### src/rtl/core/fdg_pkg.sv
`timescale 1ns / 1ps
// ============================================================================
// fdg_pkg
// Shared widths, codes, item types and helpers of the forward-difference
// gradient frame store.
// ============================================================================
package fdg_pkg;

   localparam int MAX_POINTS     = 4096;
   localparam int IDX_BITS       = $clog2(MAX_POINTS);
   localparam int ADDR_BITS      = IDX_BITS + 2;       // neighbor address, may pass the store
   localparam int DIM_BITS       = 13;
   localparam int VALUE_BITS     = 24;
   localparam int SAMPLE_BITS    = 24;
   localparam int PRIOR_BITS     = 28;
   localparam int OUT_BITS       = 28;
   localparam int ACC_BITS       = 30;
   localparam int CSR_INDEX_BITS = 2;
   localparam int CSR_DATA_BITS  = 13;
   localparam int Q_DEPTH        = 2;
   localparam int Q_PTR_BITS     = $clog2(Q_DEPTH);
   localparam int Q_COUNT_BITS   = $clog2(Q_DEPTH + 1);
   localparam int DIV_COUNT_BITS = $clog2(IDX_BITS + 1);

   // configuration register indexes
   localparam logic [CSR_INDEX_BITS-1:0] CSR_FRAME_WIDTH     = 2'd0;
   localparam logic [CSR_INDEX_BITS-1:0] CSR_FRAME_HEIGHT    = 2'd1;
   localparam logic [CSR_INDEX_BITS-1:0] CSR_ADJOINT_MODE    = 2'd2;
   localparam logic [CSR_INDEX_BITS-1:0] CSR_ACCUMULATE_MODE = 2'd3;

   localparam logic [DIM_BITS-1:0] FRAME_WIDTH_RESET  = DIM_BITS'(64);
   localparam logic [DIM_BITS-1:0] FRAME_HEIGHT_RESET = DIM_BITS'(64);

   // request opcodes
   localparam logic REQ_WRITE = 1'b0;
   localparam logic REQ_READ  = 1'b1;

   // classification done by the front end
   localparam logic [1:0] KIND_RANGE = 2'd0;
   localparam logic [1:0] KIND_WRITE = 2'd1;
   localparam logic [1:0] KIND_READ  = 2'd2;

   localparam logic STATUS_DONE  = 1'b0;
   localparam logic STATUS_RANGE = 1'b1;

   typedef struct packed {
      logic                          op;
      logic [IDX_BITS-1:0]           index;
      logic signed [VALUE_BITS-1:0]  value_a;
      logic signed [VALUE_BITS-1:0]  value_b;
      logic signed [PRIOR_BITS-1:0]  prior_a;
      logic signed [PRIOR_BITS-1:0]  prior_b;
   } req_item_type;

   typedef struct packed {
      logic [1:0]                    kind;
      logic [IDX_BITS-1:0]           index;
      logic signed [VALUE_BITS-1:0]  value_a;
      logic signed [VALUE_BITS-1:0]  value_b;
      logic signed [PRIOR_BITS-1:0]  prior_a;
      logic signed [PRIOR_BITS-1:0]  prior_b;
   } item_type;

   typedef struct packed {
      logic signed [OUT_BITS-1:0]    grad_a;
      logic signed [OUT_BITS-1:0]    grad_b;
      logic                          status;
   } result_type;

   // clamp accumulator to the output range
   function automatic logic signed [OUT_BITS-1:0] sat_out(input logic signed [ACC_BITS-1:0] v);
      logic [ACC_BITS-OUT_BITS:0] top;
      top = v[ACC_BITS-1:OUT_BITS-1];
      if ((&top) || !(|top)) begin
         return v[OUT_BITS-1:0];
      end else if (v[ACC_BITS-1]) begin
         return {1'b1, {(OUT_BITS-1){1'b0}}};
      end else begin
         return {1'b0, {(OUT_BITS-1){1'b1}}};
      end
   endfunction

endpackage

### src/rtl/core/fdg_queue.sv
`timescale 1ns / 1ps
// ============================================================================
// fdg_queue
// Short queue of classified requests between front end and back end.
// ============================================================================
module fdg_queue (
   input  logic               clock,
   input  logic               reset,
   input  logic               push,
   input  fdg_pkg::item_type  push_item,
   output logic               full,
   input  logic               pop,
   output logic               empty,
   output fdg_pkg::item_type  head
);
   import fdg_pkg::*;

   item_type                 slots [Q_DEPTH];
   logic [Q_PTR_BITS-1:0]    wr_ptr_ff, wr_ptr_in;
   logic [Q_PTR_BITS-1:0]    rd_ptr_ff, rd_ptr_in;
   logic [Q_COUNT_BITS-1:0]  count_ff, count_in;
   logic                     do_push, do_pop;

   assign full    = count_ff == Q_COUNT_BITS'(Q_DEPTH);
   assign empty   = count_ff == '0;
   assign do_push = push && !full;
   assign do_pop  = pop && !empty;
   assign head    = slots[rd_ptr_ff];

   always_comb begin
      wr_ptr_in = wr_ptr_ff;
      rd_ptr_in = rd_ptr_ff;
      count_in  = count_ff;
      if (do_push) begin
         wr_ptr_in = (wr_ptr_ff == Q_PTR_BITS'(Q_DEPTH - 1)) ? '0 : wr_ptr_ff + 1'b1;
      end
      if (do_pop) begin
         rd_ptr_in = (rd_ptr_ff == Q_PTR_BITS'(Q_DEPTH - 1)) ? '0 : rd_ptr_ff + 1'b1;
      end
      if (do_push && !do_pop) begin
         count_in = count_ff + 1'b1;
      end else if (do_pop && !do_push) begin
         count_in = count_ff - 1'b1;
      end
   end

   always_ff @(posedge clock) begin
      if (reset) begin
         wr_ptr_ff <= '0;
         rd_ptr_ff <= '0;
         count_ff  <= '0;
      end else begin
         wr_ptr_ff <= wr_ptr_in;
         rd_ptr_ff <= rd_ptr_in;
         count_ff  <= count_in;
      end
   end

   always_ff @(posedge clock) begin
      if (do_push) begin
         slots[wr_ptr_ff] <= push_item;
      end
   end

endmodule

### config.mk
export PLATFORM = sky130hd
export DESIGN_NAME = fdg_queue
export DESIGN_NICKNAME = d
export VERILOG_FILES = /design/src/rtl/core/fdg_pkg.sv /design/src/rtl/core/fdg_queue.sv
export SDC_FILE = /design/constraint.sdc
export NUM_CORES = 1
export LEC_CHECK = 0
export ABC_AREA = 1
export BUFFER_PORTS_ARGS = -buffer_cell sky130_fd_sc_hd__buf_2
export CORE_MARGIN = 1
export CORE_UTILIZATION = 50
export DETAILED_ROUTE_END_ITERATION = 16
export PLACE_DENSITY = 0.77
export SLEW_MARGIN = 20
export SYNTH_ARGS = -nofsm -noshare
export SYNTH_HDL_FRONTEND = slang
export SYNTH_SLANG_ARGS = --single-unit
### constraint.sdc
create_clock -name clock -period 10 [get_ports clock]
set_input_delay 1 -clock clock [delete_from_list [all_inputs] [get_ports clock]]
set_output_delay 1 -clock clock [all_outputs]
set_load 0.01 [all_outputs]
==> flow_summary.ini <==
[synth]
syn-cell-area_um2 = 8820
yosysSeqAreaShare_pct = 81.5
yosys.area.top_type = edfxtp_1
synth_nets = 527
ys_ff_latch = 241
yosys_warnings = 0
yosysTopAreaCellShare_pct = 80.3
syn_inst = 404
ys_top_cells_by_area = edfxtp_1 (80%), mux2_2 (13%), mux2_4 (3.4%)
ys_types = 15
synth.avg_cell_area_um2 = 21.8

[finish]
layout-drive-gt1-share_pct = 58.4
final_cell_count_no_fill = 908
final_cell_area_um2 = 11100
final_common_cell = buf_2
layout.nets = 787
area_delta_synth_final_pct = 25.7
mostFrequentLayoutCells = buf_2 (241), edfxtp_1 (236), mux2_2 (98)

[sta]
setup_viol = 0
slew_viol_final = 0
max_clock_freq_mhz = 283
finalSetupTns_ps = 0
fin_crit_sh_pct = 35.4
fin_crit_ps = 3540
clock_skew_ps = 11.3
rsz0062_at_grt = no
finalHoldViolations = 0
relSlewSlack_pct = 30.9
fin_ws_ps = 6460
tightestPinTransition_ps = 1030

[clock_network]
cts_hold_buffers = 0
htree_levels = 1
cts_resized = 0
cts_tree = built
clkLatencyLatePin_ps = 510
cts_setup_buffers = 0
cts_buffers = 25
cts.sinks = 241
clk_pin_slew_ps = 60
ctsRootBufferMaster = clkbuf_16
clockBufferDepth = 3

[worst_setup_path]
end_kind = primary output
r2r_start = count_ff[0]$_SDFFE_PP0P_
required_ps = 9000
arrival_ps = 2540
start_kind = flop
rr_worst_depth = 4
crit_type = flop to primary output
r2r_slack_ps = 7100
crit_fanout = 78
endpoint = head[105]
r2r-end = slots[1][110]$_DFFE_PP_

[power_and_ir_drop]
peakVddDrop_v = 0.000196
p_comb_share_pct = 21.7
switching_share_pct = 25.8
switching_power_uw = 717
p_per_area_nw_per_um2 = 251
clockPowerShare_pct = 30.5
p_int_mw = 2.07
p_leak_nw = 4.20
p_seq_share_pct = 47.8

[placement]
io_buffers = 241
placed_cells = 860
place_hpwl_um = 10500
placedInstanceArea_um2 = 10300
pre_cts_ws_ps = 6290
place_congestion = 0.738

[global_route]
antenna_found_initial = 1
grt_overflow = 0
grt_pass1_vias = 4635
use_met3_pct = 5.41
grt.busiest_layer = met2
grtUsageMet1_pct = 20.0
grtUsageTotal_pct = 17.2
grt_max_degree = 84
use_met2_pct = 30.7
grt_pass1_wl_um = 23900

[floorplan]
core_area_um2 = 17200
start_util_pct = 51.2
fp.dieArea_um2 = 18200
ioPinCount = 242
rows = 48
die_y_um = 135
die_width_um = 135

[route]
ant_nets = 0
dr_total_vias = 4589
drc = 0
detail_route.wl_per_cell_um = 18.0
viasPerCell = 5.05
drt-pass1-iter-count = 4
wl_um = 16300
drtIter0Drc = 226

[outcome]
outcome = completed

[min_path]
whs_path_depth = 2
worstHoldPathType = flop to flop

[job]
maxCapViolCount = 0
-- final cells by class --
class                      count  area (um^2)
clock inverter                18          129
clock buffer                  27          633
multi-input combinational    141         1530
fill                        1207         6150
timing repair buffer         246         1290
antenna                        1         2.50
inverter                       9         33.8
tap                          225          282
sequential                   241         7190
-- how the worst min path moves through the flow --
stage / startpoint / to / slack, ps
after floorplan: wr_ptr_ff$_SDFFE_PP0P_ / wr_ptr_ff$_SDFFE_PP0P_ / 480
after global placement: wr_ptr_ff$_SDFFE_PP0P_ / wr_ptr_ff$_SDFFE_PP0P_ / 520
after detailed placement: count_ff[0]$_SDFFE_PP0P_ / count_ff[0]$_SDFFE_PP0P_ / 570
after CTS: wr_ptr_ff$_SDFFE_PP0P_ / wr_ptr_ff$_SDFFE_PP0P_ / 590
after global routing: wr_ptr_ff$_SDFFE_PP0P_ / wr_ptr_ff$_SDFFE_PP0P_ / 620
final: wr_ptr_ff$_SDFFE_PP0P_ / wr_ptr_ff$_SDFFE_PP0P_ / 600
-- cell usage after synthesis --
| library cell | count |
|---|---|
| a21oi_1 | 1 |
| ha_1 | 1 |
| edfxtp_1 | 236 |
| buf_6 | 4 |
| mux2_4 | 20 |
| o21ai_0 | 5 |
| mux2_2 | 98 |
| buf_2 | 9 |
| dfxtp_1 | 5 |
| inv_1 | 9 |
| nand2_1 | 4 |
| and2_1 | 1 |
| nand4_1 | 1 |
| nor2_1 | 9 |
| nand3_1 | 1 |
-- per-stage QoR --
stage	hold WS (ps)	power [mW]	utilization (%)
floorplan	476	1.74	-
global placement	521	1.93	59.5
detailed placement	572	1.95	59.5
CTS	593	2.80	64.0
global route	619	2.90	64.3
finish	596	2.78	64.3
-- metal layers --
layer | part of all wire [%] | vias up
met1 | 38 | 2225
met5 | 0 | -
met3 | 8.7 | 27
met4 | 1.4 | 0
li1 | - | 2126
met2 | 52 | 211
-- worst max-delay path, stage by stage, from the launching register on --
cell and delay, ps:
dfxtp_4 700, buf_6 680, mux2_2 430, buf_2 140
-- power groups by stage --
stage               clock [mW]  combinational (mW)  sequential (mW)
CTS                      0.868               0.603             1.33
floorplan                    0               0.394             1.35
detailed placement           0               0.597             1.35
global route             0.908               0.650             1.34
global placement             0               0.583             1.34
finish                   0.850               0.602             1.33
-- cell families after synthesis --
logic type,count (synthesis),share of synthesized area [%]
compound gates,6,0.340
fa+ha+maj,1,0.142
buf+inv,22,1.40
flops,241,81.5
mux,118,15.9
simple gates,16,0.752
-- flip-flops by register name, summed over array words and instances, names as in the netlist, named ones only --
signal,cells
slots,236
count_ff,2
wr_ptr_ff,1
rd_ptr_ff,1
Note: power is estimated with default switching activity, not from simulation.
