$ cat config.mk
export PLATFORM = sky130hd
export DESIGN_NAME = fdg_front
export DESIGN_NICKNAME = d
export VERILOG_FILES = /design/src/rtl/core/fdg_pkg.sv /design/src/rtl/core/fdg_front.sv
export SDC_FILE = /design/constraint.sdc
export NUM_CORES = 1
export LEC_CHECK = 0
export BUFFER_PORTS_ARGS = -buffer_cell sky130_fd_sc_hd__buf_2
export CAP_MARGIN = 20
export CORE_AREA = 5 5 131 196
export DETAILED_ROUTE_END_ITERATION = 6
export DIE_AREA = 0 0 136 201
export GPL_ROUTABILITY_DRIVEN = 0
export PLACE_DENSITY = 0.69
export SLEW_MARGIN = 20
export SYNTH_ARGS = -nofsm -noshare
export SYNTH_HDL_FRONTEND = slang
export SYNTH_SLANG_ARGS = --single-unit
$ cat constraint.sdc
create_clock -name clock -period 9.7 [get_ports clock]
set_input_delay 0.97 -clock clock [delete_from_list [all_inputs] [get_ports clock]]
set_output_delay 0.97 -clock clock [all_outputs]
set_load 0.02 [all_outputs]
$ cat src/rtl/core/fdg_pkg.sv
`timescale 1ns / 1ps
// ============================================================================
// fdg_pkg
// Shared widths, codes, item types and helpers of the forward-difference
// gradient frame store.
// ============================================================================
package fdg_pkg;

   localparam int MAX_POINTS     = 4096;
   localparam int IDX_BITS       = $clog2(MAX_POINTS);
   localparam int ADDR_BITS      = IDX_BITS + 2;       // neighbor address, may pass the store
   localparam int DIM_BITS       = 13;
   localparam int VALUE_BITS     = 24;
   localparam int SAMPLE_BITS    = 24;
   localparam int PRIOR_BITS     = 28;
   localparam int OUT_BITS       = 28;
   localparam int ACC_BITS       = 30;
   localparam int CSR_INDEX_BITS = 2;
   localparam int CSR_DATA_BITS  = 13;
   localparam int Q_DEPTH        = 2;
   localparam int Q_PTR_BITS     = $clog2(Q_DEPTH);
   localparam int Q_COUNT_BITS   = $clog2(Q_DEPTH + 1);
   localparam int DIV_COUNT_BITS = $clog2(IDX_BITS + 1);

   // configuration register indexes
   localparam logic [CSR_INDEX_BITS-1:0] CSR_FRAME_WIDTH     = 2'd0;
   localparam logic [CSR_INDEX_BITS-1:0] CSR_FRAME_HEIGHT    = 2'd1;
   localparam logic [CSR_INDEX_BITS-1:0] CSR_ADJOINT_MODE    = 2'd2;
   localparam logic [CSR_INDEX_BITS-1:0] CSR_ACCUMULATE_MODE = 2'd3;

   localparam logic [DIM_BITS-1:0] FRAME_WIDTH_RESET  = DIM_BITS'(64);
   localparam logic [DIM_BITS-1:0] FRAME_HEIGHT_RESET = DIM_BITS'(64);

   // request opcodes
   localparam logic REQ_WRITE = 1'b0;
   localparam logic REQ_READ  = 1'b1;

   // classification done by the front end
   localparam logic [1:0] KIND_RANGE = 2'd0;
   localparam logic [1:0] KIND_WRITE = 2'd1;
   localparam logic [1:0] KIND_READ  = 2'd2;

   localparam logic STATUS_DONE  = 1'b0;
   localparam logic STATUS_RANGE = 1'b1;

   typedef struct packed {
      logic                          op;
      logic [IDX_BITS-1:0]           index;
      logic signed [VALUE_BITS-1:0]  value_a;
      logic signed [VALUE_BITS-1:0]  value_b;
      logic signed [PRIOR_BITS-1:0]  prior_a;
      logic signed [PRIOR_BITS-1:0]  prior_b;
   } req_item_type;

   typedef struct packed {
      logic [1:0]                    kind;
      logic [IDX_BITS-1:0]           index;
      logic signed [VALUE_BITS-1:0]  value_a;
      logic signed [VALUE_BITS-1:0]  value_b;
      logic signed [PRIOR_BITS-1:0]  prior_a;
      logic signed [PRIOR_BITS-1:0]  prior_b;
   } item_type;

   typedef struct packed {
      logic signed [OUT_BITS-1:0]    grad_a;
      logic signed [OUT_BITS-1:0]    grad_b;
      logic                          status;
   } result_type;

   // clamp accumulator to the output range
   function automatic logic signed [OUT_BITS-1:0] sat_out(input logic signed [ACC_BITS-1:0] v);
      logic [ACC_BITS-OUT_BITS:0] top;
      top = v[ACC_BITS-1:OUT_BITS-1];
      if ((&top) || !(|top)) begin
         return v[OUT_BITS-1:0];
      end else if (v[ACC_BITS-1]) begin
         return {1'b1, {(OUT_BITS-1){1'b0}}};
      end else begin
         return {1'b0, {(OUT_BITS-1){1'b1}}};
      end
   endfunction

endpackage

$ cat src/rtl/core/fdg_front.sv
`timescale 1ns / 1ps
// ============================================================================
// fdg_front
// Input stage: registers a request, checks its index against the frame and
// tags it as write, read or out-of-range before it enters the work queue.
// ============================================================================
module fdg_front (
   input  logic                          clock,
   input  logic                          reset,
   input  logic                          in_push,
   output logic                          in_full,
   input  fdg_pkg::req_item_type         in_item,
   input  logic [fdg_pkg::DIM_BITS-1:0]  frame_width,
   input  logic [fdg_pkg::DIM_BITS-1:0]  frame_height,
   output logic                          q_push,
   input  logic                          q_full,
   output fdg_pkg::item_type             q_item
);
   import fdg_pkg::*;

   logic                        stage_valid_ff, stage_valid_in;
   req_item_type                stage_ff;
   logic                        advance;
   logic [2*DIM_BITS-1:0]       frame_points;
   logic [2*DIM_BITS-1:0]       index_wide;
   logic                        out_range;

   assign advance = !stage_valid_ff || !q_full;
   assign in_full = !advance;

   always_comb begin
      stage_valid_in = stage_valid_ff;
      if (advance) begin
         stage_valid_in = in_push;
      end
   end

   always_ff @(posedge clock) begin
      if (reset) begin
         stage_valid_ff <= 1'b0;
      end else begin
         stage_valid_ff <= stage_valid_in;
      end
   end

   always_ff @(posedge clock) begin
      if (advance && in_push) begin
         stage_ff <= in_item;
      end
   end

   assign frame_points = frame_width * frame_height;
   assign index_wide   = {{(2*DIM_BITS-IDX_BITS){1'b0}}, stage_ff.index};
   assign out_range    = index_wide >= frame_points;

   always_comb begin
      q_item.index   = stage_ff.index;
      q_item.value_a = stage_ff.value_a;
      q_item.value_b = stage_ff.value_b;
      q_item.prior_a = stage_ff.prior_a;
      q_item.prior_b = stage_ff.prior_b;
      if (out_range) begin
         q_item.kind = KIND_RANGE;
      end else if (stage_ff.op == REQ_READ) begin
         q_item.kind = KIND_READ;
      end else begin
         q_item.kind = KIND_WRITE;
      end
   end

   assign q_push = stage_valid_ff;

endmodule

==> reports/metrics.csv, run 1 <==
metric,value,unit
CTS buffer count,17,
clk slew on worst S/H paths,0.05,ns
Worst slew margin,0.354,
drt drc,0,
crit path max fanout,13,
1st-iter DRT viols,269,
clock network fraction of total power,0.186,
root buf cell,clkbuf_16,
Post-DP HPWL,21700,µm
P_leak,5.78,nW
later-pin clock latency in the skew report,0.41,ns
Core ar.,0.0239,mm²
Fin. Hold Viols,0,
Net Sw Frac,0.434,
crit end category,output port,
ys async rst share,0,
TritonCTS clock tree,done,
largest net degree at the start of global routing,80,
"Worst Path Class, Setup",input pin to output port,
Max-Cap Viols,0,
Reg-to-Reg End,q_item[28],
# hold bufs at CTS,0,
Post-Route WL,25800,µm
vias per cell,4.81,
"EDFF count, synth",117,
R2R Setup Slk,7.55,ns
vias in the first global route,7676,
Hold Path Sink,q_push,
Syn. warnings,0,
Net Switching,1.47,mW
Min Hold Slack,0.694,ns
# port buffers,266,
clk buf depth,2,
# rows,70,
outcome,completed,
initial antenna violation count,7,
ratio of cells with drive above 1 in the final layout,0.271,
max incr delay on CP,0.62,ns
critical path arrival,7.68,ns
Worst path most repeated cell,fa_1,
post-synth top area share,0.333,
crit start category,input pin,
Comb power frac,0.635,
Initial Util,0.441,
htree depth,4,
FF/Latch Area,0.00353,mm²
die height,201,µm
Internal Power,1.92,mW
Die W,136,µm
RSZ-0062 raised after global routing,false,
Least-Margin Pin Slew,0.969,ns
number of synthesized register bits,118,
Critical path buffers and inverters,6,
Cells after Synth,971,
Worst Reg-to-Reg Cells,3,
DR pass1 iterations,4,
endpoints failing setup,0,
top post-synthesis cells by area,"edfxtp_1 (33%), fa_1 (23%), ha_1 (9.9%)",
Crit path required time,8.73,ns
hold crit path type,register to register,
die footprint,0.0273,mm²
total power,3.39,mW
Final nets,1463,
GRT Residual Overflow,0,
Setup Buffers After CTS,0,
Mapped Nets,1322,
Main synth FF type,edfxtp_1,
Worst VDD drop,0.237,mV
hold path depth,3,
P&R area growth vs syn,13.2,%
CTS resizes,0,
Antenna Violating Nets Remaining,0,
Syn Area/Cell,10.9,µm²
Power Density,284,mW/mm²
fin crit period,8.65,ns
PnR worst setup slack,1.05,ns
"CP delay by family, top",adder cells,
Post-Route Setup TNS,0,ns
final period utilization,0.892,
max-slew violations,0,
multi-input logic area,0.00539,mm²
Filler cells,2201,
Seq pwr share,0.179,
reg2reg start,q_push,
largest area contributor in the netlist,edfxtp_1,
Netlist cell types,55,
wire per inst,17.8,µm
CTS Sinks,118,
"slowest stage cell, crit path",nor4_2,
critical hold path startpoint,q_push,
Synth Cell Area,0.0105,mm²
skew final,0.00454,ns
f_max,0.116,GHz
I/O pin total,267,
first-pass GRT wire length,41300,µm
via count,6975,
"Seq/Total Area, Yosys",0.335,
GRT Total Usage,0.199,
post-place setup slack,0.982,ns
## cell type report
type | count | area share
Antenna cell | 3 | 0.000629
Clock buffer | 21 | 0.0369
Clock inverter | 10 | 0.0130
Inverter | 170 | 0.0535
Multi-Input combinational cell | 537 | 0.451
Sequential cell | 118 | 0.296
Tap cell | 324 | 0.0340
Timing Repair Buffer | 268 | 0.115
## power by group through the flow
| stage | clock [mW] | sequential, mW | combinational, mW |
|---|---|---|---|
| 2_1_floorplan | 0 | 0.619 | 1.70 |
| 3_3_place_gp | 0 | 0.618 | 2.12 |
| 3_5_place_dp | 0 | 0.618 | 2.15 |
| 4_1_cts | 0.646 | 0.609 | 2.17 |
| 5_1_grt | 0.676 | 0.610 | 2.45 |
| 6_report | 0.631 | 0.608 | 2.15 |
## per-layer routing
| layer | part of all wire | track usage | vias to the layer above |
|---|---|---|---|
| met5 | 0.0015 | 0 | - |
| met4 | 0.033 | 0.0764 | 8 |
| met3 | 0.11 | 0.0762 | 54 |
| met2 | 0.52 | 0.341 | 317 |
| met1 | 0.34 | 0.221 | 3335 |
| li1 | - | - | 3261 |
## worst register-to-register path, stage by stage (launching register included)
cell and delay [ns]:
dfxtp_1 0.31, and2_1 0.18, nor2b_4 0.39, buf_4 0.80
## cells by family after synthesis
family                   count (synthesis)  synth area share
multiplexers                             4           0.00380
AO/OA/AOI/OAI                           73            0.0505
flip-flops                             118             0.335
adder cells (fa/ha/maj)                204             0.328
AND/OR/NAND/NOR                        244             0.118
buffers and inverters                  316             0.154
XOR/XNOR                                12           0.00997
## worst max path at each step
stage,from,to,cells past startpoint
CTS,frame_width[7],q_item[117],29
floorplan,frame_width[7],q_item[117],28
global placement,frame_width[7],q_item[117],29
finish,frame_width[7],q_item[117],29
detailed placement,frame_width[7],q_item[117],29
global route,frame_width[7],q_item[117],29
## registers in the layout (all words and copies together) (netlist names)
signal    count
q_push        1
q_item      116
stage_ff      1
## stage by stage
stage	instances	cell area (µm²)	util
after global routing	1449	11900	0.499
after CTS	1447	11900	0.498
after floorplan	971	10500	-
after detailed placement	1416	11300	0.473
after global placement	1416	11300	0.473
final	1451	11900	0.499
## layout by cell type (no fill, tap or decap), types with 6 or more instances in the layout
cell type	n
a21o_1	6
nand2b_1	6
clkbuf_16	17
edfxtp_1	117
nor2_1	15
nand2_1	99
a21oi_1	25
inv_1	170
buf_2	266
o21ai_0	10
xor2_1	7
fa_1	121
ha_1	83
and2_1	95
nand3_1	6
## Yosys cell counts (4+ instances only)
library cell / number
edfxtp_1: 117
nand2b_1: 6
ha_1: 83
and3_1: 5
and2_1: 95
buf_4: 116
fa_1: 121
a21o_1: 6
nor3_1: 5
nor2_1: 15
xor2_1: 7
clkbuf_1: 27
mux2i_1: 4
a21oi_1: 25
nand2_1: 99
o21ai_0: 10
nand3_1: 6
xnor2_1: 5
inv_1: 170
o211ai_1: 4
Power figures use the tool's default switching activity.
==> run 2, diff against run 1 <==
--- a/config.mk
+++ b/config.mk
@@ -7,11 +7,11 @@
 export LEC_CHECK = 0
 export BUFFER_PORTS_ARGS = -buffer_cell sky130_fd_sc_hd__buf_2
 export CAP_MARGIN = 20
-export CORE_AREA = 5 5 131 196
+export CORE_AREA = 5 5 120 178
 export DETAILED_ROUTE_END_ITERATION = 6
-export DIE_AREA = 0 0 136 201
+export DIE_AREA = 0 0 125 183
 export GPL_ROUTABILITY_DRIVEN = 0
-export PLACE_DENSITY = 0.69
+export PLACE_DENSITY = 0.81
 export SLEW_MARGIN = 20
 export SYNTH_ARGS = -nofsm -noshare
 export SYNTH_HDL_FRONTEND = slang
==> run 2 against run 1 <==
  * Sequential cell count unchanged
  * Non-clock buffer count down 1
  * Final area down 0.40%
  * Total power up 2.8%
  * Combinational power about the same
  * Utilization up 11 points
  * Die area down 16%
  * Register-to-register slack worse by 0.41 ns
  * Largest cell class unchanged
  * Highest routed layer unchanged
==> reports/metrics.csv, run 2 (synthesized netlist as in run 1, its figures left out) <==
metric,value,unit
crit start category,input pin,
wire per inst,19.1,µm
critical path arrival,7.61,ns
Final nets,1462,
# rows,63,
I/O pin total,267,
crit path max fanout,13,
max incr delay on CP,0.55,ns
skew final,0.0108,ns
"slowest stage cell, crit path",fa_1,
Setup Buffers After CTS,0,
GRT Residual Overflow,0,
Filler cells,1565,
die footprint,0.0229,mm²
vias per cell,5.18,
Die W,125,µm
die height,183,µm
outcome,completed,
final non-filler cell total,1385,
later-pin clock latency in the skew report,0.41,ns
Post-DP HPWL,22000,µm
Initial Util,0.537,
endpoints failing setup,0,
clk buf depth,2,
fin crit period,8.58,ns
largest net degree at the start of global routing,87,
TritonCTS clock tree,done,
FF/Latch Area,0.00353,mm²
root buf cell,clkbuf_16,
placed cell count,1352,
via count,7179,
Least-Margin Pin Slew,1.03,ns
ratio of cells with drive above 1 in the final layout,0.275,
post-layout util,0.605,
RSZ-0062 raised after global routing,false,
first-pass GRT wire length,41700,µm
Antenna Violating Nets Remaining,0,
GRT Total Usage,0.236,
drt drc,0,
P&R area growth vs syn,12.8,%
CTS buffer count,17,
Min Hold Slack,0.695,ns
"Worst Path Class, Setup",input pin to output port,
max-slew violations,0,
multi-input logic area,0.00539,mm²
Crit path required time,8.73,ns
Max-Cap Viols,0,
Core ar.,0.0196,mm²
# hold bufs at CTS,0,
DR pass1 iterations,5,
CTS resizes,0,
1st-iter DRT viols,486,
hold crit path type,register to register,
"most common cell after layout, fill and taps aside",buf_2,
Post-Route Setup TNS,0,ns
Power Density,293,mW/mm²
crit end category,output port,
Post-Route WL,26400,µm
# port buffers,266,
max reg flops,116,
most frequent cells in the layout,"buf_2 (266), inv_1 (170), fa_1 (121)",
initial antenna violation count,2,
Worst VDD drop,0.230,mV
CTS Sinks,118,
vias in the first global route,7951,
clk slew on worst S/H paths,0.05,ns
f_max,0.117,GHz
htree depth,4,
final period utilization,0.884,
P_leak,5.80,nW
Worst slew margin,0.312,
Fin. Hold Viols,0,
Worst path most repeated cell,fa_1,
-- run 2: cell type report --
class,count,share of cell area
antenna,1,0.000211
clock buffer,18,0.0361
clock inverter,14,0.0195
inverter,170,0.0537
multi-input combinational,537,0.453
sequential,118,0.297
tap,260,0.0274
timing repair buffer,267,0.113
-- run 2: through the flow --
stage | setup WS [ns] | total power, mW | instance area [µm²]
final | 1.12 | 3.48 | 11900
after global routing | 0.554 | 3.81 | 11900
after CTS | 0.986 | 3.50 | 11900
after detailed placement | 1.04 | 2.78 | 11200
after global placement | 1.14 | 2.70 | 11200
after floorplan | 1.92 | 2.32 | 10500
-- run 2: worst max-delay path, delay by kind of cell --
kind,cells,cell delay [ns]
AO/OA/AOI/OAI,6,0.94
adder cells (fa/ha/maj),7,3.22
AND/OR/NAND/NOR,9,1.74
buffers and inverters,6,0.58
XOR/XNOR,1,0.14
-- run 2: where the power goes --
part	leakage, nW	total, mW	internal (mW)	switching [mW]
combinational	4.35	2.18	0.901	1.27
clock	0.306	0.702	0.479	0.223
sequential	1.14	0.607	0.598	0.00968
total	5.80	3.48	1.98	1.51
-- run 2: worst paths after layout --
check | cells past startpoint | end | start | slack [ns]
max | 29 | q_item[117] | frame_width[7] | 1.12
min | 3 | q_push | q_push | 0.70
max reg2reg | 3 | q_item[92] | q_push | 7.14
min reg2reg | 3 | q_push | q_push | 0.70
-- run 2: routing by layer --
metal,wire length (µm),share of wire,GRT usage,vias to the layer above
met5,28,0.0011,0,-
met4,1600,0.060,0.135,4
met3,2710,0.10,0.0769,107
met2,13300,0.50,0.414,385
met1,8830,0.33,0.247,3429
li1,-,-,-,3254
