File: src/rtl/core/fdg_pkg.sv
`timescale 1ns / 1ps
// ============================================================================
// fdg_pkg
// Shared widths, codes, item types and helpers of the forward-difference
// gradient frame store.
// ============================================================================
package fdg_pkg;

   localparam int MAX_POINTS     = 4096;
   localparam int IDX_BITS       = $clog2(MAX_POINTS);
   localparam int ADDR_BITS      = IDX_BITS + 2;       // neighbor address, may pass the store
   localparam int DIM_BITS       = 13;
   localparam int VALUE_BITS     = 24;
   localparam int SAMPLE_BITS    = 24;
   localparam int PRIOR_BITS     = 28;
   localparam int OUT_BITS       = 28;
   localparam int ACC_BITS       = 30;
   localparam int CSR_INDEX_BITS = 2;
   localparam int CSR_DATA_BITS  = 13;
   localparam int Q_DEPTH        = 2;
   localparam int Q_PTR_BITS     = $clog2(Q_DEPTH);
   localparam int Q_COUNT_BITS   = $clog2(Q_DEPTH + 1);
   localparam int DIV_COUNT_BITS = $clog2(IDX_BITS + 1);

   // configuration register indexes
   localparam logic [CSR_INDEX_BITS-1:0] CSR_FRAME_WIDTH     = 2'd0;
   localparam logic [CSR_INDEX_BITS-1:0] CSR_FRAME_HEIGHT    = 2'd1;
   localparam logic [CSR_INDEX_BITS-1:0] CSR_ADJOINT_MODE    = 2'd2;
   localparam logic [CSR_INDEX_BITS-1:0] CSR_ACCUMULATE_MODE = 2'd3;

   localparam logic [DIM_BITS-1:0] FRAME_WIDTH_RESET  = DIM_BITS'(64);
   localparam logic [DIM_BITS-1:0] FRAME_HEIGHT_RESET = DIM_BITS'(64);

   // request opcodes
   localparam logic REQ_WRITE = 1'b0;
   localparam logic REQ_READ  = 1'b1;

   // classification done by the front end
   localparam logic [1:0] KIND_RANGE = 2'd0;
   localparam logic [1:0] KIND_WRITE = 2'd1;
   localparam logic [1:0] KIND_READ  = 2'd2;

   localparam logic STATUS_DONE  = 1'b0;
   localparam logic STATUS_RANGE = 1'b1;

   typedef struct packed {
      logic                          op;
      logic [IDX_BITS-1:0]           index;
      logic signed [VALUE_BITS-1:0]  value_a;
      logic signed [VALUE_BITS-1:0]  value_b;
      logic signed [PRIOR_BITS-1:0]  prior_a;
      logic signed [PRIOR_BITS-1:0]  prior_b;
   } req_item_type;

   typedef struct packed {
      logic [1:0]                    kind;
      logic [IDX_BITS-1:0]           index;
      logic signed [VALUE_BITS-1:0]  value_a;
      logic signed [VALUE_BITS-1:0]  value_b;
      logic signed [PRIOR_BITS-1:0]  prior_a;
      logic signed [PRIOR_BITS-1:0]  prior_b;
   } item_type;

   typedef struct packed {
      logic signed [OUT_BITS-1:0]    grad_a;
      logic signed [OUT_BITS-1:0]    grad_b;
      logic                          status;
   } result_type;

   // clamp accumulator to the output range
   function automatic logic signed [OUT_BITS-1:0] sat_out(input logic signed [ACC_BITS-1:0] v);
      logic [ACC_BITS-OUT_BITS:0] top;
      top = v[ACC_BITS-1:OUT_BITS-1];
      if ((&top) || !(|top)) begin
         return v[OUT_BITS-1:0];
      end else if (v[ACC_BITS-1]) begin
         return {1'b1, {(OUT_BITS-1){1'b0}}};
      end else begin
         return {1'b0, {(OUT_BITS-1){1'b1}}};
      end
   endfunction

endpackage

File: src/rtl/core/fdg_divider.sv
`timescale 1ns / 1ps
// ============================================================================
// fdg_divider
// Restoring divider, one quotient bit per cycle: splits a linear index into
// row (quotient) and column (remainder) by the frame width.
// ============================================================================
module fdg_divider (
   input  logic                          clock,
   input  logic                          reset,
   input  logic                          start,
   input  logic [fdg_pkg::IDX_BITS-1:0]  dividend,
   input  logic [fdg_pkg::DIM_BITS-1:0]  divisor,
   output logic                          done,
   output logic [fdg_pkg::IDX_BITS-1:0]  quotient,
   output logic [fdg_pkg::IDX_BITS-1:0]  remainder
);
   import fdg_pkg::*;

   logic [DIM_BITS-1:0]        rem_ff, rem_in;
   logic [IDX_BITS-1:0]        quo_ff, quo_in;
   logic [DIV_COUNT_BITS-1:0]  count_ff, count_in;
   logic                       done_ff, done_in;
   logic [DIM_BITS-1:0]        shifted;
   logic                       fits;

   // partial remainder stays below the divisor, so one shifted-in bit fits
   assign shifted = {rem_ff[DIM_BITS-2:0], quo_ff[IDX_BITS-1]};
   assign fits    = shifted >= divisor;

   always_comb begin
      rem_in   = rem_ff;
      quo_in   = quo_ff;
      count_in = count_ff;
      done_in  = 1'b0;
      if (start) begin
         rem_in   = '0;
         quo_in   = dividend;
         count_in = DIV_COUNT_BITS'(IDX_BITS);
      end else if (count_ff != '0) begin
         rem_in   = fits ? shifted - divisor : shifted;
         quo_in   = {quo_ff[IDX_BITS-2:0], fits};
         count_in = count_ff - 1'b1;
         done_in  = count_ff == DIV_COUNT_BITS'(1);
      end
   end

   always_ff @(posedge clock) begin
      if (reset) begin
         count_ff <= '0;
         done_ff  <= 1'b0;
      end else begin
         count_ff <= count_in;
         done_ff  <= done_in;
      end
   end

   always_ff @(posedge clock) begin
      rem_ff <= rem_in;
      quo_ff <= quo_in;
   end

   assign done      = done_ff;
   assign quotient  = quo_ff;
   assign remainder = rem_ff[IDX_BITS-1:0];

endmodule

File: config.mk
export PLATFORM = sky130hd
export DESIGN_NAME = fdg_divider
export DESIGN_NICKNAME = d
export VERILOG_FILES = /design/src/rtl/core/fdg_pkg.sv /design/src/rtl/core/fdg_divider.sv
export SDC_FILE = /design/constraint.sdc
export NUM_CORES = 1
export LEC_CHECK = 0
export ABC_AREA = 1
export ABC_CLOCK_PERIOD_IN_PS = 4570
export CAP_MARGIN = 15
export CORE_ASPECT_RATIO = 0.75
export CORE_UTILIZATION = 68
export DETAILED_ROUTE_END_ITERATION = 8
export DONT_BUFFER_PORTS = 1
export GPL_ROUTABILITY_DRIVEN = 0
export PLACE_DENSITY = 0.85
export SYNTH_ARGS = -nofsm -noshare
export SYNTH_HDL_FRONTEND = slang
export SYNTH_SLANG_ARGS = --single-unit
File: constraint.sdc
create_clock -name clock -period 4.57 [get_ports clock]
set_input_delay 0.6855 -clock clock [delete_from_list [all_inputs] [get_ports clock]]
set_output_delay 0.6855 -clock clock [all_outputs]
set_load 0.005 [all_outputs]
==> results.toml, run 1 <==
[sta]
hold_viol = 0
max_freq_mhz = 440
maxSlewViolCount = 0
tightest_slew_ns = 0.525
rsz0062_at_grt = "no"
slew_headroom = 0.649
setup_violations = 0
finalCriticalPeriod_ns = 2.27
fin_crit_sh = 0.497
setup_tns_ns = 0
fin_skew_ns = 0.00466

[clock_network]
cts.sink_count = 29
htree_levels = 2
cts_tree = "built"
cts-root-buf = "clkbuf_8"
clkLatencyLatePin_ns = 0.28
cts_buffers = 5
clkSlewWorstSetupHoldPaths_ns = 0.06
postCtsSetupBuffers = 0
cts_buffer_depth = 2
hold_buffers = 0
cts-resized-gates = 0

[critical_path]
endpoint_kind = "flip-flop"
cp-start-kind = "flip-flop"
arrival_ns = 2.21
required_ns = 4.51
crit_type = "reg -> reg"
r2r_end = "quotient[2]"
reg2reg_slack_ns = 2.30
r2r_cells = 7
cp_max_fo = 14
rr_startpoint = "count_ff[0]"

[finish]
syn2layout_area_growth_pct = 4.63
layout.nets = 370
multiInputGateArea_um2 = 1210
mostFrequentLayoutCell = "nand2_1"
drive_above_1_share = 0.0734
antennaDiodeCount = 0
regArea_um2 = 701
fillers = 254
layout_common_cells = "117 x nand2_1, 58 x inv_1, 25 x nand3_1, 23 x nor2_1, 17 x dfxtp_1"

[floorplanning]
fp.dieH_um = 50.8
initial_utilization = 0.726
row_count = 17
die_area_um2 = 3410
io_pins = 53
core_um2 = 2980
fp.dieW_um = 67.1

[global_routing]
grt_pass1_wl_um = 7410
antenna_found_initial = 0
track_usage = 0.292
grt-ovfl-total = 0
grt_pass1_vias = 1707
grt_start_max_net_pins = 20

[detailed_routing]
vias = 1925
drtAntennaViolNets = 0
drt-vias-per-instance = 5.27
routed_wl_um = 4610
drtIter0Drc = 106
dr.pass1.iters = 4
wire_per_inst_um = 12.6
drc_errors = 0

[yosys]
synth-simple-area-share = 0.390
netlist_area_um2 = 2160
synthDistinctLibCells = 30
synth_flop_cell = "dfxtp_1"
yosys-top-cells-area = "nand2_1 20%, edfxtp_1 17%, dfxtp_1 16%, inv_1 10%, ha_1 8.7%"
synth_compound_area_frac = 0.0561
synth_warnings = 0
postSynth.asyncResetShare = 0
synth-edff-count = 12
synth_xor_area_frac = 0.0162
yosys.area.top_type_share = 0.203
mappedNetlistNets = 368
yosys.area.top_type = "nand2_1"
synth_cells = 324
synth_top_family_by_area = "simple AND/OR/NAND/NOR gates"
ys_ff_latch = 29
avgSynthCellArea_um2 = 6.68
ys_seq_area_frac = 0.324
synth.mux.area_fraction = 0
yosys.area_share.adder = 0.0960

[hold_path]
min_to = "done"
worstHoldPathType = "reg -> reg"
hold_start = "count_ff[2]"
whs_path_depth = 1

[run_status]
outcome = "complete, no violations"

[placement]
io_buffers = 0
dp_hpwl_um = 3570

[power]
powerDensity_nw_per_um2 = 391
p_total_mw = 0.886
p_leak_nw = 1.26
ir_drop_uv = 251

[run]
maxCapViolations = 0
[area by class of cell]
class,count,area share
clock buffer,6,0.0321
clock inverter,2,0.00442
inverter,60,0.0995
multi-input combinational,230,0.533
sequential,29,0.310
tap,38,0.0210
[state kept, by name, summed over array words and instances, names as in the netlist]
register	count
rem_ff	12
count_ff	4
quotient	12
done	1
[layer usage]
metal | GRT usage | part of all wire | up-vias
li1 | - | - | 1011
met2 | 0.440 | 0.43 | 59
met4 | 0.0851 | 0.0098 | 0
met5 | 0 | 0 | -
met3 | 0.0781 | 0.064 | 7
met1 | 0.407 | 0.50 | 848
[worst max-delay path, cell delays in order (launching register included)]
cell and delay [ns]:
dfxtp_1 0.32, inv_1 0.11, ha_1 0.22, nand2_1 0.07, nor2_1 0.16, inv_1 0.21
nor2_1 0.46, inv_1 0.38
[where the power goes]
part           switching [mW]  internal [mW]
Combinational           0.212          0.117
Sequential             0.0420          0.316
Clock                  0.0942          0.105
[logic make-up after synthesis]
kind of cell,count (synthesis)
AND/OR/NAND/NOR,189
buffers and inverters,65
flip-flops,29
AO/OA/AOI/OAI,21
adder cells (fa/ha/maj),16
XOR/XNOR,4
[Yosys cell counts, types with 4 or more instances]
master	instances
a21oi_1	10
clkbuf_1	4
dfxtp_1	17
edfxtp_1	12
ha_1	15
inv_1	58
nand2_1	117
nand2_2	5
nand3_1	25
nand4_1	8
nor2_1	23
o21ai_0	6
xnor2_1	4
[through the flow]
step / worst slack (ns) / cells / util / instance area (µm²) / hold slack, ns
CTS: 2.26 / 365 / 0.760 / 2260 / 0.442
global placement: 2.26 / 357 / 0.732 / 2180 / 0.441
floorplan: 2.51 / 324 / - / 2160 / 0.420
detailed placement: 2.24 / 357 / 0.732 / 2180 / 0.433
finish: 2.30 / 365 / 0.760 / 2260 / 0.439
global route: 2.05 / 365 / 0.760 / 2260 / 0.457
[worst max path at each step]
stage          slack (ns)        start            to
6_report             2.30  count_ff[0]   quotient[2]
5_1_grt              2.05  count_ff[0]   quotient[6]
4_1_cts              2.26  count_ff[0]  quotient[10]
3_5_place_dp         2.24   divisor[7]   quotient[0]
3_3_place_gp         2.26   divisor[7]   quotient[0]
2_1_floorplan        2.51  divisor[12]   quotient[0]
Note: power is estimated with default switching activity, not from simulation.
==> run 2: changes to the inputs <==
- ABC_CLOCK_PERIOD_IN_PS: 4570 -> 2200
- CORE_UTILIZATION: 68 -> 63
- PLACE_DENSITY: 0.85 -> 0.8
- clock period: 4.57 -> 2.2 ns (I/O delays scaled with it)
==> results.toml, run 2 (synthesis results as in run 1) <==
[sta]
hold_viol = 0
finalCriticalPeriod_ns = 1.96
slew_headroom = 0.645
tightest_slew_ns = 0.531
max_freq_mhz = 510
setup_tns_ns = 0
fin_skew_ns = 0.00555
fin_crit_sh = 0.892
setup_violations = 0
rsz0062_at_grt = "no"
maxSlewViolCount = 0

[global_routing]
grt_pass1_wl_um = 7110
grt-ovfl-total = 0
track_usage = 0.251
grt_start_max_net_pins = 20
grt_pass1_vias = 1609
antenna_found_initial = 0

[floorplanning]
row_count = 18
core_um2 = 3290
die_area_um2 = 3670
fp.dieH_um = 52.8
fp.dieW_um = 69.7
io_pins = 53
initial_utilization = 0.658

[clock_network]
cts_buffer_depth = 2
clkLatencyLatePin_ns = 0.27
cts-root-buf = "clkbuf_8"
cts-resized-gates = 0
postCtsSetupBuffers = 0
clkSlewWorstSetupHoldPaths_ns = 0.06
hold_buffers = 0
cts_buffers = 5
cts_tree = "built"
cts.sink_count = 29
htree_levels = 2

[finish]
fillers = 287
regArea_um2 = 701
finalInstanceArea_um2 = 2300
multiInputGateArea_um2 = 1210
drive_above_1_share = 0.0873
layoutNonFillerInstCount = 372
antennaDiodeCount = 0
mostFrequentLayoutCell = "nand2_1"
layout.nets = 375
layout_common_cells = "117 x nand2_1, 58 x inv_1, 25 x nand3_1, 23 x nor2_1, 17 x dfxtp_1"
syn2layout_area_growth_pct = 6.48

[detailed_routing]
dr.pass1.iters = 4
wire_per_inst_um = 11.6
drc_errors = 0
routed_wl_um = 4310
drt-vias-per-instance = 5.10
vias = 1898
drtAntennaViolNets = 0
drtIter0Drc = 90

[placement]
dp_cells = 364
dpl_cell_area_um2 = 2220
io_buffers = 0
dp_hpwl_um = 3360

[critical_path]
critPathBufInv = 2
cp_max_fo = 9
cp-start-kind = "flip-flop"
arrival_ns = 1.98
crit_type = "reg -> reg"
r2r_end = "quotient[0]"
rr_startpoint = "rem_ff[6]"
required_ns = 2.22
cp_cell_sequence = "ha_1, nand2_1, inv_2, nand2_1, nand2_2, a21oi_4, nand3_4, inv_2, o21ai_0"
r2r_cells = 9
max_stage_delay_ns = 0.39
reg2reg_slack_ns = 0.24
endpoint_kind = "flip-flop"
path_delay_family = "simple AND/OR/NAND/NOR gates"
crit_end = "quotient[0]"
startpoint = "rem_ff[6]"
crit_cells = 9
cp_slowest_cell = "dfxtp_1"

[hold_path]
worstHoldPathType = "in -> reg"
hold_start = "reset"

[run_status]
outcome = "complete, no violations"

[run]
maxCapViolations = 0

[power]
p_leak_nw = 1.29
powerDensity_nw_per_um2 = 802
ir_drop_uv = 552
[run 2: changes by cell type in the layout (fill, tap and decap cells not counted), sizes merged]
cell,delta
buf,+5
[run 2: worst min path at each step]
stage | to | slack, ns | cells past startpoint
2_1_floorplan | count_ff[2] | 0.40 | 1
3_3_place_gp | count_ff[3] | 0.40 | 1
3_5_place_dp | count_ff[3] | 0.40 | 1
4_1_cts | count_ff[3] | 0.11 | 1
5_1_grt | count_ff[2] | 0.11 | 1
6_report | count_ff[3] | 0.12 | 1
[run 2: worst reg2reg max path: cells and delay by family, from the launching register on]
family                     cells  cell delay [ns]
AOI/OAI and AO/OA              2             0.31
and+or+nand+nor                4             0.46
DFF                            1             0.39
adders and majority gates      1             0.31
buffers and inverters          2             0.23
[run 2: final cells by class]
cell class,count,share of cell area
Tap cell,40,0.0217
Inverter,60,0.0978
Multi-Input combinational cell,230,0.524
Sequential cell,29,0.304
Clock inverter,2,0.00435
Timing Repair Buffer,5,0.0163
Clock buffer,6,0.0315
[run 2: where the power goes]
part           switching (mW)  total (mW)  leakage, nW  internal, mW
combinational           0.435       0.696        0.977         0.261
sequential             0.0778       0.734        0.268         0.656
clock                   0.199       0.418       0.0450         0.219
[run 2: per-stage QoR]
step                hold WS [ns]  power [mW]  setup WS (ns)   util
global route               0.109        2.00         0.0905  0.701
floorplan                  0.399        1.30          0.468      -
finish                     0.119        1.85          0.239  0.701
global placement           0.401        1.43          0.238  0.675
CTS                        0.112        1.86          0.226  0.701
detailed placement         0.403        1.44          0.234  0.675
[run 2: layer usage]
metal,global-route usage,part of all wire,vias up
met3,0.0596,0.067,5
met5,0,0,-
li1,-,-,1020
met1,0.365,0.51,819
met2,0.374,0.41,54
met4,0.0600,0.0070,0
==> run 3: changes to the inputs <==
- ABC_CLOCK_PERIOD_IN_PS: 2200 -> unset
- clock period: 2.2 -> 2 ns (I/O delays scaled with it)
==> results.toml, run 3 (synthesis results as in run 1) <==
[critical_path]
crit_end = "rem_ff[4]"
cp-start-kind = "flip-flop"
crit_cells = 11
endpoint_kind = "flip-flop"
cp_cell_sequence = "ha_1, nand2_1, inv_2, nand2_1, nand2_2, a21oi_4, nand3_4, buf_4, nand2_1, nand2_1, o21ai_1"
rr_startpoint = "rem_ff[7]"
reg2reg_slack_ns = 0.09
r2r_cells = 11
cp_slowest_cell = "dfxtp_2"
path_common_cell = "nand2_1"
r2r_end = "rem_ff[4]"
cp_max_fo = 8
max_stage_delay_ns = 0.34
path_delay_family = "simple AND/OR/NAND/NOR gates"
crit_type = "reg -> reg"
arrival_ns = 2.11
critPathBufInv = 2
required_ns = 2.20
startpoint = "rem_ff[7]"

[sta]
slew_headroom = 0.650
finalCriticalPeriod_ns = 1.91
max_freq_mhz = 524
hold_viol = 0
setup_violations = 0
layout_setup_ws_ns = 0.0923
fin_crit_sh = 0.954
tightest_slew_ns = 0.523
maxSlewViolCount = 0
fin_skew_ns = 0.00300

[detailed_routing]
drtIter0Drc = 106
drt-vias-per-instance = 5.25
dr.pass1.iters = 5
drtAntennaViolNets = 0
drc_errors = 0
wire_per_inst_um = 12.3
routed_wl_um = 4630
vias = 1979

[floorplanning]
core_um2 = 3290
fp.dieH_um = 52.8
die_area_um2 = 3670
initial_utilization = 0.658
fp.dieW_um = 69.7
io_pins = 53
row_count = 18

[finish]
fillers = 281
drive_above_1_share = 0.113
finalInstanceArea_um2 = 2370
syn2layout_area_growth_pct = 9.54
antennaDiodeCount = 0
layout.nets = 380
mostFrequentLayoutCell = "nand2_1"
layout_common_cells = "117 x nand2_1, 58 x inv_1, 24 x nand3_1, 22 x nor2_1, 16 x dfxtp_1"

[power]
ir_drop_uv = 593
powerDensity_nw_per_um2 = 885
p_leak_nw = 1.32

[global_routing]
grt_start_max_net_pins = 20
grt_pass1_wl_um = 7270
grt-ovfl-total = 0
track_usage = 0.252
grt_pass1_vias = 1670
antenna_found_initial = 0

[clock_network]
clkSlewWorstSetupHoldPaths_ns = 0.06
cts_buffers = 5
cts_buffer_depth = 2
htree_levels = 2
cts.sink_count = 29
cts_tree = "built"
cts-root-buf = "clkbuf_8"
clkLatencyLatePin_ns = 0.27

[placement]
dp_hpwl_um = 3570
preCtsSetupSlack_ns = 0.0948
io_buffers = 0
dpl_cell_area_um2 = 2250

[run_status]
outcome = "complete, no violations"

[hold_path]
worstHoldPathType = "in -> reg"

[run]
maxCapViolations = 0
run 3: area by class of cell:
| class | instances | area (µm²) | area share |
|---|---|---|---|
| clock buffers | 6 | 72.6 | 0.0306 |
| clock inverters | 2 | 10.0 | 0.00422 |
| inverters | 60 | 228 | 0.0961 |
| multi-input cells | 230 | 1230 | 0.520 |
| flip-flops and latches | 29 | 702 | 0.296 |
| well taps | 40 | 50.0 | 0.0211 |
| repair buffers | 10 | 75.1 | 0.0317 |
run 3: timing repair:
action / CTS / global route
hold buffers: 0 / 0
buffers inserted: 0 / 1
endpoints found under the hold margin: 0 / 0
resized for setup: 0 / 6
endpoints found under the setup margin: 0 / 9
run 3: report_power, final:
group | internal [mW] | switching [mW] | total (mW)
clock | 0.241 | 0.219 | 0.460
sequential | 0.722 | 0.0784 | 0.801
combinational | 0.319 | 0.518 | 0.837
run 3: how the worst min path moves through the flow:
stage | start | slack (ns) | cells after the start | endpoint
2_1_floorplan | reset | 0.37 | 1 | count_ff[2]
3_3_place_gp | reset | 0.37 | 1 | count_ff[2]
3_5_place_dp | reset | 0.38 | 1 | count_ff[2]
4_1_cts | reset | 0.09 | 1 | count_ff[2]
5_1_grt | reset | 0.08 | 1 | count_ff[3]
6_report | reset | 0.09 | 1 | count_ff[2]
run 3: per-stage QoR:
step | utilization | instances | hold slack, ns | TNS, ns | power, mW
4_1_cts | 0.710 | 376 | 0.0886 | 0 | 2.07
5_1_grt | 0.721 | 377 | 0.0834 | -0.00169 | 2.26
3_5_place_dp | 0.685 | 368 | 0.376 | 0 | 1.61
3_3_place_gp | 0.685 | 368 | 0.371 | 0 | 1.59
2_1_floorplan | - | 324 | 0.369 | 0 | 1.43
6_report | 0.721 | 377 | 0.0908 | 0 | 2.10
run 3: layer usage:
layer | share of wire | global-route usage | up-vias
met1 | 0.50 | 0.357 | 888
met3 | 0.065 | 0.0538 | 2
met4 | 0.0041 | 0.0500 | 0
met5 | 0 | 0 | -
li1 | - | - | 1032
met2 | 0.43 | 0.398 | 57
